$ cat src/rtl/core/uartrb_pkg.sv
`timescale 1ns / 1ps
// Shared types, operation and status codes, and sizes for the UART ring buffers.
// No dependencies; every other file of the block depends on this package.
package uartrb_pkg;

   localparam int DEPTH = 8;
   localparam int PTR_W = (DEPTH > 1) ? $clog2(DEPTH) : 1;
   localparam int LVL_W = $clog2(DEPTH + 1);

   typedef logic [2:0]       op_type;
   typedef logic [2:0]       status_type;
   typedef logic [7:0]       byte_type;
   typedef logic [3:0]       fill_type;
   typedef logic [PTR_W-1:0] ptr_type;
   typedef logic [LVL_W-1:0] level_type;

   localparam op_type OP_PUT      = 3'd0;
   localparam op_type OP_GET      = 3'd1;
   localparam op_type OP_TX_READY = 3'd2;
   localparam op_type OP_RECEIVED = 3'd3;
   localparam op_type OP_FLUSH_RX = 3'd4;
   localparam op_type OP_FLUSH_TX = 3'd5;

   localparam status_type ST_OK           = 3'd0;
   localparam status_type ST_TX_FULL      = 3'd1;
   localparam status_type ST_RX_EMPTY     = 3'd2;
   localparam status_type ST_NOTHING_SEND = 3'd3;
   localparam status_type ST_RX_OVERWRITE = 3'd4;

   localparam level_type LVL_FULL = LVL_W'(DEPTH);
   localparam ptr_type   PTR_LAST = PTR_W'(DEPTH - 1);

   // controller -> datapath
   typedef struct packed {
      logic load_item;
      logic execute;
   } cmd_type;

   // datapath -> controller
   typedef struct packed {
      logic out_busy;
   } stat_type;

   function automatic ptr_type ptr_advance(ptr_type p);
      ptr_type nxt;
      nxt = (p == PTR_LAST) ? '0 : p + ptr_type'(1);
      return nxt;
   endfunction

endpackage

$ cat src/rtl/core/uartrb_channels.sv
`timescale 1ns / 1ps
// Valid/ready channel interfaces for request and response items.
// Depends on uartrb_pkg for the payload types.
interface uartrb_req_if;
   logic                 valid;
   logic                 ready;
   uartrb_pkg::op_type   operation;
   uartrb_pkg::byte_type data_byte;

   modport source (output valid, operation, data_byte, input ready);
   modport sink   (input valid, operation, data_byte, output ready);
endinterface

interface uartrb_rsp_if;
   logic                   valid;
   logic                   ready;
   uartrb_pkg::status_type status;
   uartrb_pkg::byte_type   out_byte;
   logic                   send_valid;
   uartrb_pkg::fill_type   tx_fill;
   uartrb_pkg::fill_type   rx_fill;
   logic                   tx_irq_armed;

   modport source (output valid, status, out_byte, send_valid, tx_fill, rx_fill,
                   tx_irq_armed, input ready);
   modport sink   (input valid, status, out_byte, send_valid, tx_fill, rx_fill,
                   tx_irq_armed, output ready);
endinterface

$ cat src/rtl/core/uartrb_ctrl.sv
`timescale 1ns / 1ps
// Two-state sequencer: takes an item, then executes it once the result register is free.
// Depends on uartrb_pkg.
module uartrb_ctrl (
   input  logic                clock,
   input  logic                reset,
   input  logic                req_valid,
   output logic                req_ready,
   input  uartrb_pkg::stat_type stat,
   output uartrb_pkg::cmd_type  cmd
);
   import uartrb_pkg::*;

   localparam logic S_IDLE = 1'b0;
   localparam logic S_EXEC = 1'b1;

   logic state_ff, state_in;

   always_comb begin
      state_in      = state_ff;
      req_ready     = 1'b0;
      cmd.load_item = 1'b0;
      cmd.execute   = 1'b0;
      case (state_ff)
         S_IDLE: begin
            req_ready = 1'b1;
            if (req_valid) begin
               cmd.load_item = 1'b1;
               state_in      = S_EXEC;
            end
         end
         S_EXEC: begin
            // hold until the previous result has been taken
            if (!stat.out_busy) begin
               cmd.execute = 1'b1;
               state_in    = S_IDLE;
            end
         end
         default: state_in = S_IDLE;
      endcase
   end

   always_ff @(posedge clock) begin
      if (reset) begin
         state_ff <= S_IDLE;
      end else begin
         state_ff <= state_in;
      end
   end

   a_exec_follows_load: assert property (@(posedge clock) disable iff (reset)
      cmd.execute |-> state_ff == S_EXEC)
      else $error("execute outside EXEC state");
   a_load_goes_exec: assert property (@(posedge clock) disable iff (reset)
      cmd.load_item |=> state_ff == S_EXEC)
      else $error("load did not enter EXEC");
   a_no_exec_when_busy: assert property (@(posedge clock) disable iff (reset)
      stat.out_busy |-> !cmd.execute)
      else $error("execute while result register busy");

endmodule

$ cat src/rtl/core/uartrb_datapath.sv
`timescale 1ns / 1ps
// Ring buffer storage, pointers, levels, interrupt arm bit and the result register.
// Depends on uartrb_pkg and uartrb_channels (response interface).
module uartrb_datapath (
   input  logic                 clock,
   input  logic                 reset,
   input  uartrb_pkg::op_type   req_operation,
   input  uartrb_pkg::byte_type req_data_byte,
   input  uartrb_pkg::cmd_type  cmd,
   output uartrb_pkg::stat_type stat,
   uartrb_rsp_if.source         rsp_ch
);
   import uartrb_pkg::*;

   // captured item
   op_type    op_ff;
   byte_type  byte_ff;

   // buffer memories
   byte_type  tx_mem [DEPTH];
   byte_type  rx_mem [DEPTH];
   byte_type  tx_rdata_ff;
   byte_type  rx_rdata_ff;

   // pointers and levels
   ptr_type   tx_rd_ptr_ff, tx_rd_ptr_in, tx_wr_ptr_ff, tx_wr_ptr_in;
   ptr_type   rx_rd_ptr_ff, rx_rd_ptr_in, rx_wr_ptr_ff, rx_wr_ptr_in;
   level_type tx_level_ff, tx_level_in, rx_level_ff, rx_level_in;
   logic      irq_ff, irq_in;

   // result register
   logic       out_valid_ff, out_valid_in;
   status_type status_ff, status_in;
   byte_type   out_byte_ff, out_byte_in;
   logic       send_ff, send_in;

   logic tx_we, rx_we;

   assign stat.out_busy = out_valid_ff && !rsp_ch.ready;

   always_comb begin
      tx_rd_ptr_in = tx_rd_ptr_ff;
      tx_wr_ptr_in = tx_wr_ptr_ff;
      rx_rd_ptr_in = rx_rd_ptr_ff;
      rx_wr_ptr_in = rx_wr_ptr_ff;
      tx_level_in  = tx_level_ff;
      rx_level_in  = rx_level_ff;
      irq_in       = irq_ff;
      status_in    = ST_OK;
      out_byte_in  = '0;
      send_in      = 1'b0;
      tx_we        = 1'b0;
      rx_we        = 1'b0;
      if (cmd.execute) begin
         case (op_ff)
            OP_PUT: begin
               if (tx_level_ff == LVL_FULL) begin
                  status_in = ST_TX_FULL;
               end else begin
                  tx_we        = 1'b1;
                  tx_wr_ptr_in = ptr_advance(tx_wr_ptr_ff);
                  tx_level_in  = tx_level_ff + level_type'(1);
                  irq_in       = 1'b1;
               end
            end
            OP_GET: begin
               if (rx_level_ff == '0) begin
                  status_in = ST_RX_EMPTY;
               end else begin
                  out_byte_in  = rx_rdata_ff;
                  rx_rd_ptr_in = ptr_advance(rx_rd_ptr_ff);
                  rx_level_in  = rx_level_ff - level_type'(1);
               end
            end
            OP_TX_READY: begin
               if (tx_level_ff == '0) begin
                  status_in = ST_NOTHING_SEND;
               end else begin
                  out_byte_in  = tx_rdata_ff;
                  send_in      = 1'b1;
                  tx_rd_ptr_in = ptr_advance(tx_rd_ptr_ff);
               end
               // disarm once the queue drains (or was already empty)
               if (tx_level_ff <= level_type'(1)) begin
                  irq_in = 1'b0;
               end
               if (tx_level_ff != '0) begin
                  tx_level_in = tx_level_ff - level_type'(1);
               end
            end
            OP_RECEIVED: begin
               rx_we        = 1'b1;
               rx_wr_ptr_in = ptr_advance(rx_wr_ptr_ff);
               if (rx_level_ff == LVL_FULL) begin
                  rx_rd_ptr_in = ptr_advance(rx_rd_ptr_ff);
                  status_in    = ST_RX_OVERWRITE;
               end else begin
                  rx_level_in = rx_level_ff + level_type'(1);
               end
            end
            OP_FLUSH_RX: begin
               rx_rd_ptr_in = '0;
               rx_wr_ptr_in = '0;
               rx_level_in  = '0;
            end
            OP_FLUSH_TX: begin
               tx_rd_ptr_in = '0;
               tx_wr_ptr_in = '0;
               tx_level_in  = '0;
            end
            default: ;
         endcase
      end
      if (cmd.execute) begin
         out_valid_in = 1'b1;
      end else if (rsp_ch.ready) begin
         out_valid_in = 1'b0;
      end else begin
         out_valid_in = out_valid_ff;
      end
   end

   // memories: one write port, registered read at the head pointer
   always_ff @(posedge clock) begin
      if (tx_we) begin
         tx_mem[tx_wr_ptr_ff] <= byte_ff;
      end
      tx_rdata_ff <= tx_mem[tx_rd_ptr_ff];
   end

   always_ff @(posedge clock) begin
      if (rx_we) begin
         rx_mem[rx_wr_ptr_ff] <= byte_ff;
      end
      rx_rdata_ff <= rx_mem[rx_rd_ptr_ff];
   end

   // payload registers
   always_ff @(posedge clock) begin
      if (cmd.load_item) begin
         op_ff   <= req_operation;
         byte_ff <= req_data_byte;
      end
      if (cmd.execute) begin
         status_ff   <= status_in;
         out_byte_ff <= out_byte_in;
         send_ff     <= send_in;
      end
   end

   // control state
   always_ff @(posedge clock) begin
      if (reset) begin
         tx_rd_ptr_ff <= '0;
         tx_wr_ptr_ff <= '0;
         rx_rd_ptr_ff <= '0;
         rx_wr_ptr_ff <= '0;
         tx_level_ff  <= '0;
         rx_level_ff  <= '0;
         irq_ff       <= 1'b0;
         out_valid_ff <= 1'b0;
      end else begin
         tx_rd_ptr_ff <= tx_rd_ptr_in;
         tx_wr_ptr_ff <= tx_wr_ptr_in;
         rx_rd_ptr_ff <= rx_rd_ptr_in;
         rx_wr_ptr_ff <= rx_wr_ptr_in;
         tx_level_ff  <= tx_level_in;
         rx_level_ff  <= rx_level_in;
         irq_ff       <= irq_in;
         out_valid_ff <= out_valid_in;
      end
   end

   // fills and arm bit always reflect the state left by the last executed item
   assign rsp_ch.valid        = out_valid_ff;
   assign rsp_ch.status       = status_ff;
   assign rsp_ch.out_byte     = out_byte_ff;
   assign rsp_ch.send_valid   = send_ff;
   assign rsp_ch.tx_fill      = fill_type'(tx_level_ff);
   assign rsp_ch.rx_fill      = fill_type'(rx_level_ff);
   assign rsp_ch.tx_irq_armed = irq_ff;

   a_tx_level_bound: assert property (@(posedge clock) disable iff (reset)
      tx_level_ff <= LVL_FULL)
      else $error("tx level above depth");
   a_rx_level_bound: assert property (@(posedge clock) disable iff (reset)
      rx_level_ff <= LVL_FULL)
      else $error("rx level above depth");
   a_send_is_ok: assert property (@(posedge clock) disable iff (reset)
      (out_valid_ff && send_ff) |-> status_ff == ST_OK)
      else $error("send flagged on a failed item");
   a_empty_tx_disarmed: assert property (@(posedge clock) disable iff (reset)
      (cmd.execute && op_ff == OP_TX_READY && tx_level_ff <= level_type'(1)) |=> !irq_ff)
      else $error("interrupt still armed after tx drained");

endmodule

$ cat src/rtl/core/uart_tx_rx_ring_buffers_unit.sv
`timescale 1ns / 1ps
// Top level of the UART transmit/receive ring buffers.
// Depends on uartrb_pkg, uartrb_channels, uartrb_ctrl and uartrb_datapath.
//
// Usage:
//   req_ch  (sink)   : one item per operation - put, get, transmitter ready,
//                      byte received, flush rx, flush tx - with its data byte.
//   rsp_ch  (source) : exactly one result item per request: status, returned
//                      byte, send flag, both fill levels and the tx irq arm bit.
//   A request is first captured into the item registers while each buffer's
//   memory presents its head byte; once the result register is free it is
//   executed, which updates pointers/levels and loads the result register. A
//   new item is not accepted until the previous one has been executed.
//   The block accepts a new item while the previous result still waits; that
//   item then waits in its execute cycle until the result is taken, so a
//   stalled receiver holds at most one extra item and nothing is lost.
//   Reset (synchronous, active high) empties both queues, disarms the tx
//   interrupt and drops any pending result; buffer contents are not cleared,
//   no clearing pass is needed since only queued entries are ever read.
//   Unused operation codes return status OK and change nothing.
module uart_tx_rx_ring_buffers_unit (
   input  logic        clock,
   input  logic        reset,
   uartrb_req_if.sink   req_ch,
   uartrb_rsp_if.source rsp_ch
);
   import uartrb_pkg::*;

   cmd_type  cmd;
   stat_type stat;
   logic     req_ready;

   assign req_ch.ready = req_ready;

   // sequencer: item capture and execute timing
   uartrb_ctrl u_ctrl (
      .clock     (clock),
      .reset     (reset),
      .req_valid (req_ch.valid),
      .req_ready (req_ready),
      .stat      (stat),
      .cmd       (cmd)
   );

   // buffers, pointers and result register
   uartrb_datapath u_datapath (
      .clock         (clock),
      .reset         (reset),
      .req_operation (req_ch.operation),
      .req_data_byte (req_ch.data_byte),
      .cmd           (cmd),
      .stat          (stat),
      .rsp_ch        (rsp_ch)
   );

endmodule
$ cat src/flat_wrapper.sv
// flat-port wrapper written by rule: the top's interface ports become plain ports
module uart_tx_rx_ring_buffers_unit_flat import uartrb_pkg::*;
  (clock, reset, req_ch_valid, req_ch_operation, req_ch_data_byte, req_ch_ready, rsp_ch_valid, rsp_ch_status, rsp_ch_out_byte, rsp_ch_send_valid, rsp_ch_tx_fill, rsp_ch_rx_fill, rsp_ch_tx_irq_armed, rsp_ch_ready);
  uartrb_req_if req_ch_i ();
  uartrb_rsp_if rsp_ch_i ();
  input  logic clock;
  input  logic reset;
  input wire logic [$bits(req_ch_i.valid)-1:0] req_ch_valid;
  input wire logic [$bits(req_ch_i.operation)-1:0] req_ch_operation;
  input wire logic [$bits(req_ch_i.data_byte)-1:0] req_ch_data_byte;
  output wire logic [$bits(req_ch_i.ready)-1:0] req_ch_ready;
  output wire logic [$bits(rsp_ch_i.valid)-1:0] rsp_ch_valid;
  output wire logic [$bits(rsp_ch_i.status)-1:0] rsp_ch_status;
  output wire logic [$bits(rsp_ch_i.out_byte)-1:0] rsp_ch_out_byte;
  output wire logic [$bits(rsp_ch_i.send_valid)-1:0] rsp_ch_send_valid;
  output wire logic [$bits(rsp_ch_i.tx_fill)-1:0] rsp_ch_tx_fill;
  output wire logic [$bits(rsp_ch_i.rx_fill)-1:0] rsp_ch_rx_fill;
  output wire logic [$bits(rsp_ch_i.tx_irq_armed)-1:0] rsp_ch_tx_irq_armed;
  input wire logic [$bits(rsp_ch_i.ready)-1:0] rsp_ch_ready;
  assign req_ch_i.valid = req_ch_valid;
  assign req_ch_i.operation = req_ch_operation;
  assign req_ch_i.data_byte = req_ch_data_byte;
  assign req_ch_ready = req_ch_i.ready;
  assign rsp_ch_valid = rsp_ch_i.valid;
  assign rsp_ch_status = rsp_ch_i.status;
  assign rsp_ch_out_byte = rsp_ch_i.out_byte;
  assign rsp_ch_send_valid = rsp_ch_i.send_valid;
  assign rsp_ch_tx_fill = rsp_ch_i.tx_fill;
  assign rsp_ch_rx_fill = rsp_ch_i.rx_fill;
  assign rsp_ch_tx_irq_armed = rsp_ch_i.tx_irq_armed;
  assign rsp_ch_i.ready = rsp_ch_ready;
  uart_tx_rx_ring_buffers_unit u_core (.clock(clock), .reset(reset), .req_ch(req_ch_i), .rsp_ch(rsp_ch_i));
endmodule
$ cat config.mk
export PLATFORM = sky130hd
export DESIGN_NAME = uart_tx_rx_ring_buffers_unit_flat
export DESIGN_NICKNAME = d
export VERILOG_FILES = /design/src/rtl/core/uartrb_pkg.sv /design/src/rtl/core/uartrb_channels.sv /design/src/rtl/core/uartrb_ctrl.sv /design/src/rtl/core/uartrb_datapath.sv /design/src/rtl/core/uart_tx_rx_ring_buffers_unit.sv /design/src/flat_wrapper.sv
export SDC_FILE = /design/constraint.sdc
export NUM_CORES = 1
export LEC_CHECK = 0
export ABC_AREA = 1
export BUFFER_PORTS_ARGS = -buffer_cell sky130_fd_sc_hd__buf_2
export CORE_MARGIN = 2
export CORE_UTILIZATION = 55
export DETAILED_ROUTE_END_ITERATION = 10
export PLACE_DENSITY = 0.73
export SYNTH_ARGS = -nofsm -noshare
export SYNTH_HDL_FRONTEND = slang
export SYNTH_SLANG_ARGS = --single-unit
$ cat constraint.sdc
create_clock -name clock -period 4.11 [get_ports clock]
set_clock_uncertainty 0.15 [all_clocks]
set_input_delay 0.822 -clock clock [delete_from_list [all_inputs] [get_ports clock]]
set_output_delay 0.822 -clock clock [all_outputs]
set_load 0.01 [all_outputs]
Word level (Yosys, flattened, before mapping)
Memories as Yosys holds them, arrays and structs flattened. A register that Yosys moved wholly into a read port is not among the register bits.
Cells that the tools add are included.
{ "classes": {"n_reduce_logical": 20, "bitwise": 1, "n_eq_ne": 18, "muxes": 48, "addsub": 8, "n_lt_le_gt_ge": 1} }
{ "op_table": {"columns": ["operator", "n"], "rows": [
  ["$mux W3", 9],
  ["$pmux W4 S3", 2],
  ["$mux W1", 21],
  ["$eq A3 B3 Y1 const B", 6],
  ["$pmux W3 S2", 3],
  ["$mux W4", 4],
  ["$mux W8", 2],
  ["$pmux W8 S2", 1],
  ["$reduce_and A4 Y1", 4],
  ["$ne A2 B2 Y1 const B", 7],
  ["$add A3 B1 Y3 const B", 4],
  ["$pmux W3 S4", 1],
  ["$reduce_bool A2 Y1", 5],
  ["$pmux W3 S3", 1],
  ["$add A4 B1 Y4 const B", 2],
  ["$eq A4 B4 Y1 const B", 2],
  ["$logic_not A4 Y1", 2],
  ["$sub A4 B1 Y4 const B", 2],
  ["$eq A3 B2 Y1 const B", 2],
  ["$reduce_and A3 Y1", 2],
  ["$reduce_bool A3 Y1", 2],
  ["$le A4 B1 Y1 const B", 1],
  ["$mux W2", 2],
  ["$pmux W1 S2", 2],
  ["other kinds (7)", 7]
]} }
{ "word_totals": {"mem_bits_rw": 128, "regBits": 46, "out_inout_bits": 23, "in_bits": 15, "word_cells": 112, "memories": 2} }
{ "mem_list": {"columns": ["name", "depth", "word_bits", "read_ports", "rd_clocked_by_memory_dff", "write_ports", "line", "source"], "rows": [
  ["u_core.u_datapath.rx_mem", 8, 8, 1, 1, 1, "uartrb_datapath.sv:21", "byte_type rx_mem [DEPTH];"],
  ["u_core.u_datapath.tx_mem", 8, 8, 1, 1, 1, "uartrb_datapath.sv:20", "byte_type tx_mem [DEPTH];"]
]} }

Logic depth before layout (Yosys ltp)
Gate-level depths: netlist of the first run.
{ "logic_depth": {"word_depth": 7, "depth_mapped": 12, "ltp_nobuf": 11} }

Cells and area by module
A second synthesis of the first run with hierarchy kept.
{ "hier_totals": {"hier_cells": 679, "hier_area_um2": 7756.2} }
{ "modules_own_cells": {"columns": ["module", "n_inst", "seq_area_each_um2", "cells_each", "area_each_um2"], "rows": [
  ["uartrb_datapath", 1, 5295.1, 668, 7696.1],
  ["uartrb_ctrl", 1, 20.0, 11, 60.1]
]} }

Worst setup path before layout of the first run
No wires, ideal clock.
{ "synth_timing": {"path_kind": "input -> register", "start": "input rsp_ch_ready", "end": "memory u_core.u_datapath.tx_mem[0][0] (netlist bit), enable pin", "stages": 6, "required_ps": 3577, "setup_ps": 383, "arrival_ps": 2288, "path_buffers": 0, "path_slack_ps": 1288, "path_cell_list": "inv_1 nand2_1 nand2_4 inv_1 nand4_1 nor3_1"} }
{ "synth_lines": {"columns": ["element", "line", "source"], "rows": [
  ["start, declared", "flat_wrapper.sv:19", "input wire logic [$bits(rsp_ch_i.ready)-1:0] rsp_ch_ready;"],
  ["end, declared", "uartrb_datapath.sv:20", null]
]} }

Worst setup path in the final report of the first run
{ "layout_timing": {"start": "register u_core.u_datapath.op_ff[2]", "end": "memory u_core.u_datapath.rx_mem[4][6] (netlist bit), enable pin"} }
{ "layout_between": {"elab_chain_cells": 5} }
{ "layout_rtl": {"columns": ["element", "line", "source"], "rows": [
  ["start, declared", "uartrb_datapath.sv:16", "op_type op_ff;"],
  ["start signal, assigned", "uartrb_datapath.sv:141", "op_ff <= req_operation;"],
  ["$eq A3 B2 Y1", "uartrb_datapath.sv:55", "case (op_ff)"],
  ["$mux W1", "uartrb_datapath.sv:55", null],
  ["$mux W1", "uartrb_datapath.sv:54", "if (cmd.execute) begin"],
  ["$mux W1", "uartrb_datapath.sv:132", "if (rx_we) begin"],
  ["$mux W1 (implied by the code)", "uartrb_datapath.sv:133", "rx_mem[rx_wr_ptr_ff] <= byte_ff;"],
  ["end, declared", "uartrb_datapath.sv:21", null]
]} }
Every way passes these cells.

==> results of run 1 <==
[registers in the layout (all words and copies together), names as in the netlist, 4 cells and up]
signal,cells
u_core.u_datapath.rsp_ch.tx_fill,4
u_core.u_datapath.rsp_ch.rx_fill,4
u_core.u_datapath.tx_mem,64
u_core.u_datapath.rsp_ch.out_byte,8
u_core.u_datapath.rx_mem,64
u_core.u_datapath.rx_rdata_ff,8
u_core.u_datapath.byte_ff,8
u_core.u_datapath.tx_rdata_ff,8
[cell type report]
class	count	area (sq um)	area share, %
Sequential cell	190	5320	61.6
Multi-Input combinational cell	418	2130	24.7
Clock buffer	24	483	5.60
Timing Repair Buffer	44	238	2.75
Tap cell	180	225	2.61
Inverter	41	155	1.80
Clock inverter	8	80.1	0.928
[Yosys cell counts (3+ instances only)]
| master | n |
|---|---|
| nand3_1 | 26 |
| nor2_1 | 125 |
| nand2_1 | 108 |
| inv_1 | 35 |
| xnor2_1 | 3 |
| nand2_2 | 4 |
| o21ai_1 | 3 |
| clkbuf_1 | 13 |
| nor2_4 | 4 |
| nand4_1 | 5 |
| ha_1 | 13 |
| nor3_1 | 12 |
| dfxtp_1 | 39 |
| edfxtp_1 | 151 |
| o21ai_0 | 50 |
| o32ai_1 | 32 |
| nor2_2 | 6 |
| inv_2 | 5 |
| a21oi_1 | 15 |
| buf_2 | 10 |
[worst max path at each step]
| stage | cells after the start | startpoint | slack (ps) | end |
|---|---|---|---|---|
| 5_1_grt | 5 | u_core.u_datapath.op_ff[2]$_DFFE_PP_ | 1100 | u_core.u_datapath.rx_mem[3][4]$_DFFE_PP_ |
| 4_1_cts | 5 | u_core.u_datapath.op_ff[2]$_DFFE_PP_ | 1330 | u_core.u_datapath.rx_mem[4][6]$_DFFE_PP_ |
| 2_1_floorplan | 6 | rsp_ch_ready | 1290 | u_core.u_datapath.tx_mem[0][0]$_DFFE_PP_ |
| 3_5_place_dp | 7 | rsp_ch_ready | 1130 | u_core.u_datapath.rx_mem[1][6]$_DFFE_PP_ |
| 6_report | 5 | u_core.u_datapath.op_ff[2]$_DFFE_PP_ | 1290 | u_core.u_datapath.rx_mem[4][6]$_DFFE_PP_ |
| 3_3_place_gp | 7 | rsp_ch_ready | 1250 | u_core.u_datapath.rx_mem[1][4]$_DFFE_PP_ |
[cells by family after synthesis]
logic type	Yosys count	share of synthesized area, %
AO/OA/AOI/OAI	106	8.59
XOR/XNOR	3	0.340
adder cells (fa/ha/maj)	14	2.36
buffers and inverters	68	3.67
flip-flops	190	68.7
AND/OR/NAND/NOR	295	16.3
[layer usage]
layer | global-route usage [%] | share of wire, %
met1 | 33.9 | 42
met2 | 39.1 | 48
met3 | 3.62 | 7.0
met4 | 10.3 | 2.3
met5 | 0 | 0
[stage by stage]
step	util, %	power (mW)
3_3_place_gp	58.3	2.43
4_1_cts	62.4	3.97
2_1_floorplan	-	2.35
3_5_place_dp	58.3	2.43
5_1_grt	62.4	4.08
6_report	62.4	3.96
[power groups by stage]
stage | Sequential, mW | Clock (mW) | Combinational (mW)
after global placement | 2.22 | 0 | 0.207
after detailed placement | 2.22 | 0 | 0.212
after global routing | 2.18 | 1.66 | 0.239
after CTS | 2.18 | 1.58 | 0.214
final | 2.18 | 1.57 | 0.216
after floorplan | 2.19 | 0 | 0.154
[worst max-delay path, delay by kind of cell, from the launching register on]
kind                   cells  cell delay [ps]
AND/OR/NAND/NOR            4             1600
flip-flops                 1              530
buffers and inverters      1              150
==> impl_metrics.tcl, run 1 <==
set metrics [dict create \
    synth_cells 676 \
    ys.flop_type "edfxtp_1" \
    critPathSlowestCell "nor3_1" \
    min_to "u_core.u_datapath.rsp_ch.tx_irq_armed$_SDFFE_PP0P_" \
    path_max_fanout 8 \
    critPathRequiredTime_ps 4000 \
    min-delay-start "u_core.u_datapath.rsp_ch.tx_irq_armed$_SDFFE_PP0P_" \
    crit_type "register to register" \
    finalInstanceArea_sq_um 8630 \
    port_buffers 37 \
    cts_buffer_depth 2 \
    p_int_mw 3.08 \
    ant_nets 0 \
    place_area_sq_um 8070 \
    post_cts_buffers 0 \
    die_area_sq_um 15000 \
    syn_nets 705 \
    max-vdd-ir-drop_v 0.000326 \
    clkTransAtPathRegs_ps 60 \
    cts-htree-levels 4 \
    slew_violations 0 \
    layout_commonest_cell "edfxtp_1" \
    syn_area_sq_um 7730 \
    grt_pass1_wl_microns 27100 \
    die_w_microns 123 \
    first_global_vias 5093 \
    async_flop_share_pct 0 \
    clock_latency_ps 430 \
    synth_largest_area_cell "edfxtp_1" \
    period_needed_ps 2820 \
    grt_max_degree 36 \
    hold_buffers 0 \
    synth_top_area_share_pct 58.6 \
    startpoint_type "register" \
    fillers 1035 \
    critical_path.cell_chain "inv_1 > nand3_1 > nor2_1 > nand2_1 > nor3_1" \
    cts_tree "built" \
    avgSynthCellArea_sq_um 11.4 \
    viasPerCell 5.84 \
    first_iter_violations 847 \
    dieHeight_microns 123 \
    clock_sinks 190 \
    grt_antenna_before_repair 0 \
    stdcell_count 905 \
    p_clk_share_pct 39.5 \
    p_seq_share_pct 55.0 \
    setup_violations 0 \
    r2r_start "u_core.u_datapath.op_ff[2]$_DFFE_PP_" \
    synth-edff-count 151 \
    grt_use_total_pct 24.5 \
    numCtsBuffers 17 \
    drt_wl_total_microns 17200 \
    via_count 5284 \
    p_sw_share_pct 22.2 \
    switchingPower_mw 0.879 \
    critPathCaptureType "register" \
    cp.arrival_ps 2710 \
    cpPeakStageDelay_ps 880 \
    wire_per_inst_microns 19.0 \
    first_pass_iters 6 \
    combPwrFrac_pct 5.4 \
    drv_cap 0 \
    finalHoldViolCount 0 \
    drive_above_1_share_pct 13.4 \
    nets 741 \
    timing.setup.tns_ps 0 \
    hold_path_depth 2 \
    r2r_setup_slack_ps 1290 \
    reg2reg_to "u_core.u_datapath.rx_mem[4][6]$_DFFE_PP_" \
    relSlewSlack_pct 25.1 \
    outcome "finished, final reports clean" \
    post_cts_resized 0 \
    dp_hpwl_microns 11500 \
    reg2reg_depth 5 \
    yosysSeqAreaShare_pct 68.7 \
    worst_pin_slew_ps 1110 \
    route.detailed.drc 0 \
    p_leak_nw 3.13 \
    dpl.cell_count 873 \
    timing.final.crit_share_pct 68.5 \
    fmax_mhz 355 \
    grt.overflow.total 0 \
    routabilityCongestion 0.870 \
    synth-seq-cells 190 \
    num_rows 43 \
    n_antenna_cell 0 \
    rsz0062_at_grt "no" \
    synthTopCellsByArea "edfxtp_1 (59%), dfxtp_1 (10%), nor2_1 (6.1%), nand2_1 (5.2%), o32ai_1 (3.6%)" \
    dp_slack_ps 1130 \
    syn_to_final_growth_pct 11.6 \
    ys_types 33 \
    core_sq_um 13800 \
    fin_hold_ws_ps 323 \
    worst_slack_ps 1290 \
    powerDensity_nw_per_um2 459 \
    pin_count 38 \
    clockRootBuffer "clkbuf_16" \
    most-common-layout-cells "edfxtp_1 (151), nor2_1 (125), nand2_1 (108), o21ai_0 (50), dfxtp_1 (39)" \
    start_util_pct 55.9 \
    yosys_warnings 0 \
    hold_class "register to register" \
]
Power figures use the tool's default switching activity.
==> run 2: changes to the inputs <==
==> constraint.sdc (replaced) <==
create_clock -name clock -period 2.6 [get_ports clock]
set_clock_uncertainty 0.15 [all_clocks]
set_input_delay 0.52 -clock clock [delete_from_list [all_inputs] [get_ports clock]]
set_output_delay 0.52 -clock clock [all_outputs]
set_load 0.01 [all_outputs]
==> run 2 against run 1 <==
Against the previous run: setup slack got worse by 950 ps; utilization rose by 1.8 points; clock power rose by 80%; global-route usage fell by 1.4 points; critical endpoint is now u_core.u_datapath.rx_mem[1][7]$_DFFE_PP_; worst hold slack got worse by 210 ps; sequential power rose by 57%; flip-flop and latch count did not move; first-iteration DRC count fell by 41%; power rose by 67%; maximum frequency rose by 25%.
==> impl_metrics.tcl, run 2 (synthesis gave the netlist of run 1 again) <==
set metrics [dict create \
    die_w_microns 123 \
    core_sq_um 13800 \
    reg2reg_depth 6 \
    dieHeight_microns 123 \
    powerDensity_nw_per_um2 744 \
    outcome "finished, final reports clean" \
    pin_count 38 \
    post_cts_buffers 0 \
    clkTransAtPathRegs_ps 70 \
    dp_hpwl_microns 10600 \
    port_buffers 37 \
    multi_input_area_sq_um 2130 \
    finalInstanceArea_sq_um 8880 \
    cp.arrival_ps 2240 \
    wire_per_inst_microns 17.3 \
    syn_to_final_growth_pct 14.8 \
    most-common-layout-cells "edfxtp_1 (151), nor2_1 (125), nand2_1 (108), o21ai_0 (50), dfxtp_1 (39)" \
    numCtsBuffers 17 \
    timing.final.crit_share_pct 86.8 \
    worst_pin_slew_ps 703 \
    first_global_vias 5033 \
    cts-htree-levels 4 \
    path_max_fanout 8 \
    relSlewSlack_pct 53.1 \
    grt_max_degree 36 \
    drt_wl_total_microns 16000 \
    clock_latency_ps 430 \
    reg2reg_to "u_core.u_datapath.rx_mem[1][7]$_DFFE_PP_" \
    via_count 5126 \
    r2r_start "u_core.u_datapath.op_ff[2]$_DFFE_PP_" \
    nets 761 \
    clockRootBuffer "clkbuf_16" \
    fmax_mhz 443 \
    hold_buffers 0 \
    start_util_pct 55.9 \
    route.detailed.drc 0 \
    startpoint_type "register" \
    layout.area.seq_sq_um 5320 \
    num_rows 43 \
    timing.setup.tns_ps 0 \
    ant_nets 0 \
    grt.overflow.total 0 \
    grt_antenna_before_repair 0 \
    p_leak_nw 3.28 \
    slew_violations 0 \
    drive_above_1_share_pct 16.2 \
    cts_buffer_depth 2 \
    critical_path.startpoint "u_core.u_datapath.op_ff[2]$_DFFE_PP_" \
    fillers 1017 \
    r2r_setup_slack_ps 340 \
    critPathCaptureType "register" \
    die_area_sq_um 15000 \
    n_antenna_cell 0 \
    drv_cap 0 \
    finalHoldViolCount 0 \
    routabilityCongestion 0.845 \
    rsz0062_at_grt "no" \
    first_pass_iters 5 \
    cts_tree "built" \
    viasPerCell 5.54 \
    cp-endpoint "u_core.u_datapath.rx_mem[1][7]$_DFFE_PP_" \
    crit_type "register to register" \
    first_iter_violations 498 \
    max-vdd-ir-drop_v 0.000570 \
    post_cts_resized 0 \
    place_area_sq_um 8220 \
    setup_violations 0 \
    critPathRequiredTime_ps 2590 \
    layout_commonest_cell "edfxtp_1" \
    grt_pass1_wl_microns 25600 \
    grt_use_total_pct 23.1 \
    reg_top3 "u_core.u_datapath.rx_mem: 64 flops, u_core.u_datapath.tx_mem: 64 flops" \
    clock_sinks 190 \
    hold_class "input pin to register" \
    period_needed_ps 2260 \
]
## run 2: worst min path at each step
stage,depth (start not counted),from,endpoint
after floorplan,2,u_core.u_datapath.rsp_ch.tx_irq_armed$_SDFFE_PP0P_,u_core.u_datapath.rsp_ch.tx_irq_armed$_SDFFE_PP0P_
after global placement,2,u_core.u_datapath.rsp_ch.tx_irq_armed$_SDFFE_PP0P_,u_core.u_datapath.rsp_ch.tx_irq_armed$_SDFFE_PP0P_
after detailed placement,2,u_core.u_datapath.rsp_ch.tx_irq_armed$_SDFFE_PP0P_,u_core.u_datapath.rsp_ch.tx_irq_armed$_SDFFE_PP0P_
after CTS,1,req_ch_data_byte[4],u_core.u_datapath.byte_ff[4]$_DFFE_PP_
after global routing,1,req_ch_data_byte[1],u_core.u_datapath.byte_ff[1]$_DFFE_PP_
final,1,req_ch_data_byte[4],u_core.u_datapath.byte_ff[4]$_DFFE_PP_
## run 2: final cells by class
| cell class | count | area share [%] |
|---|---|---|
| Sequential cell | 190 | 59.8 |
| Multi-Input combinational cell | 418 | 24.0 |
| Clock buffer | 19 | 5.10 |
| Timing Repair Buffer | 64 | 4.37 |
| Tap cell | 180 | 2.54 |
| Clock inverter | 13 | 2.37 |
| Inverter | 41 | 1.75 |
## run 2: stage by stage
stage,setup slack [ps],utilization [%],power [mW],hold WS [ps],std cells
5_1_grt,187,64.2,6.83,96.8,925
3_3_place_gp,443,59.4,3.83,298,893
6_report,343,64.2,6.61,114,925
3_5_place_dp,334,59.4,3.84,313,893
2_1_floorplan,80.2,-,3.71,333,676
4_1_cts,332,64.2,6.66,102,925
## run 2: per-layer routing
| layer | global-route usage, % | wire, microns | up-vias |
|---|---|---|---|
| met2 | 38.4 | 8150 | 176 |
| met3 | 5.76 | 1140 | 12 |
| li1 | - | - | 2485 |
| met5 | 0 | 0 | - |
| met4 | 7.26 | 170 | 0 |
| met1 | 30.0 | 6580 | 2453 |
## run 2: worst max-delay path, stage by stage (launching register included)
cell and delay [ps]:
edfxtp_1 530, inv_1 150, nand3_1 230, nor2_1 290, nand2_1 160, nor3_1 240
buf_4 220
## run 2: where the power goes
part	leakage (nW)	switching (mW)	total (mW)	internal, mW
clock network	0.321	1.07	2.83	1.76
logic	1.27	0.234	0.357	0.123
registers	1.69	0.0764	3.42	3.35
==> run 3: changes to the inputs <==
--- a/config.mk
+++ b/config.mk
@@ -5,7 +5,6 @@
 export SDC_FILE = /design/constraint.sdc
 export NUM_CORES = 1
 export LEC_CHECK = 0
-export ABC_AREA = 1
 export BUFFER_PORTS_ARGS = -buffer_cell sky130_fd_sc_hd__buf_2
 export CORE_MARGIN = 2
 export CORE_UTILIZATION = 55
==> run 3 against run 2 <==
Against the previous run: first-iteration DRC count is 14% lower; clock power down 12%; worst hold slack hardly changed; power shrank 7.6%; critical path depth rose by 1; register-to-register slack got worse by 110 ps; sequential power down 1%; area after synthesis is 2.3% lower; global-route usage decreased by 2.5 points; critical path type unchanged; highest routed layer unchanged.
==> impl_metrics.tcl, run 3 <==
set metrics [dict create \
    relSlewSlack_pct 59.7 \
    cts_tree "built" \
    n_antenna_cell 0 \
    port_buffers 37 \
    dpl.cell_count 668 \
    stdcell_count 700 \
    grt_use_total_pct 20.6 \
    drv_cap 0 \
    nets 540 \
    critPathCaptureType "register" \
    async_flop_share_pct 0 \
    post_cts_buffers 0 \
    hold_buffers 0 \
    clkTransAtPathRegs_ps 70 \
    cts_buffer_depth 2 \
    viasPerCell 5.80 \
    synth-seq-cells 190 \
    max-vdd-ir-drop_v 0.000597 \
    synth-edff-count 151 \
    crit_type "register to register" \
    worst_pin_slew_ps 604 \
    post_cts_resized 0 \
    period_needed_ps 2370 \
    synth_commonest_cells "edfxtp_1 (151), dfxtp_1 (39), mux4_2 (32)" \
    yosys_warnings 0 \
    pin_count 38 \
    layout_commonest_cell "edfxtp_1" \
    clockRootBuffer "clkbuf_16" \
    grt_antenna_before_repair 0 \
    avgSynthCellArea_sq_um 16.9 \
    num_rows 42 \
    drive_above_1_share_pct 29.6 \
    setup_violations 0 \
    start_util_pct 56.6 \
    critical_path.startpoint "u_core.u_datapath.rsp_ch.tx_fill[0]$_SDFFE_PP0P_" \
    first_iter_violations 427 \
    multi_input_area_sq_um 2090 \
    core_sq_um 13300 \
    hold_class "input pin to register" \
    clock_sinks 190 \
    powerDensity_nw_per_um2 706 \
    yosysSeqAreaShare_pct 70.4 \
    hold_path_depth 1 \
    dieHeight_microns 121 \
    routabilityCongestion 0.851 \
    syn_nets 475 \
    ys_types 53 \
    rsz0062_at_grt "no" \
    slew_violations 0 \
    fin_hold_ws_ps 115 \
    grt_max_degree 26 \
    synth_largest_area_cell "edfxtp_1" \
    die_w_microns 121 \
    synth_top_area_share_pct 60.0 \
    grt.overflow.total 0 \
    via_count 4059 \
    route.detailed.drc 0 \
    path_max_fanout 8 \
    timing.final.crit_share_pct 91.2 \
    ys.flop_type "edfxtp_1" \
    fillers 938 \
    r2r_start "u_core.u_datapath.rsp_ch.tx_fill[0]$_SDFFE_PP0P_" \
    min-delay-start "req_ch_data_byte[2]" \
    first_pass_iters 4 \
    syn_area_sq_um 7550 \
    outcome "finished, final reports clean" \
    ant_nets 0 \
    layout.area.seq_sq_um 5320 \
    critPathRequiredTime_ps 2590 \
    finalHoldViolCount 0 \
    reg2reg_depth 7 \
    synthTopCellsByArea "edfxtp_1 (60%), dfxtp_1 (10%), mux4_2 (9.5%), mux2_2 (2.4%), ha_1 (2.2%)" \
    syn_to_final_growth_pct 14.5 \
    r2r_setup_slack_ps 230 \
    clock_latency_ps 430 \
    startpoint_type "register" \
    fmax_mhz 422 \
    synth.most_common_cell "edfxtp_1" \
    drt_wl_total_microns 13900 \
    dp_hpwl_microns 9320 \
    cp.arrival_ps 2360 \
    synth_cells 446 \
    die_area_sq_um 14700 \
    first_global_vias 4013 \
    grt_pass1_wl_microns 22200 \
    most-common-layout-cells "edfxtp_1 (151), dfxtp_1 (39), buf_2 (37), mux4_2 (32)" \
    p_leak_nw 2.95 \
    reg_top3 "u_core.u_datapath.rx_mem: 64 flops, u_core.u_datapath.tx_mem: 64 flops" \
    cts-htree-levels 4 \
    numCtsBuffers 17 \
    wire_per_inst_microns 19.8 \
]
run 3: changes by cell type after synthesis, sizes merged, moves of 7 or more:
cell,delta
nand2,-104
nor2,-103
o21ai,-49
mux4,+32
o32ai,-32
inv,-31
nand3,-22
mux2,+16
nand2b,+11
a21oi,+8
a22o,+8
mux2i,+7
run 3: routing by layer:
metal	GRT usage [%]	vias to the layer above	wire (microns)
li1	-	1872	-
met5	0	-	0
met2	33.3	104	6960
met3	4.04	18	651
met1	28.6	2065	6080
met4	6.75	0	197
run 3: kinds of logic (layout without fill, tap and decap cells):
| logic type | Yosys count | after routing | synth area share [%] |
|---|---|---|---|
| flops | 190 | 190 | 70.4 |
| simple gates | 102 | 102 | 7.19 |
| mux | 55 | 55 | 12.9 |
| compound gates | 52 | 52 | 4.79 |
| buf+inv | 30 | 108 | 2.02 |
| fa+ha+maj | 14 | 14 | 2.42 |
| xor+xnor | 3 | 3 | 0.348 |
run 3: stage by stage:
step	TNS (ps)	area (sq um)	power (mW)	utilization [%]	setup slack, ps
floorplan	-387	7560	3.58	-	-16.1
global placement	0	8070	3.66	60.5	350
detailed placement	0	8070	3.67	60.5	221
CTS	0	8650	6.14	64.8	245
global route	0	8650	6.29	64.8	66.4
finish	0	8650	6.10	64.8	228
run 3: area by class of cell:
type	instances	share of cell area, %
flip-flops and latches	190	61.5
multi-input cells	226	24.2
repair buffers	67	4.75
clock inverters	11	1.20
clock buffers	21	5.46
well taps	176	2.55
inverters	9	0.391
run 3: worst paths after layout:
| path | endpoint |
|---|---|
| max | u_core.u_datapath.tx_mem[2][4]$_DFFE_PP_ |
| min reg2reg | u_core.u_datapath.tx_rd_ptr_ff[1]$_SDFFE_PP0P_ |
| min | u_core.u_datapath.byte_ff[2]$_DFFE_PP_ |
| max reg2reg | u_core.u_datapath.tx_mem[2][4]$_DFFE_PP_ |
run 3: critical path: stages (launching register included):
cell and delay, ps:
dfxtp_1 460, inv_1 80, ha_1 270, and2b_1 230
a21oi_1 200, nand3_1 220, nor3_1 260, buf_4 220
run 3: power breakdown:
part	leakage, nW	total (mW)	internal, mW	switching (mW)
clock	0.290	2.50	1.41	1.09
combinational	0.973	0.220	0.0928	0.127
sequential	1.69	3.38	3.33	0.0568
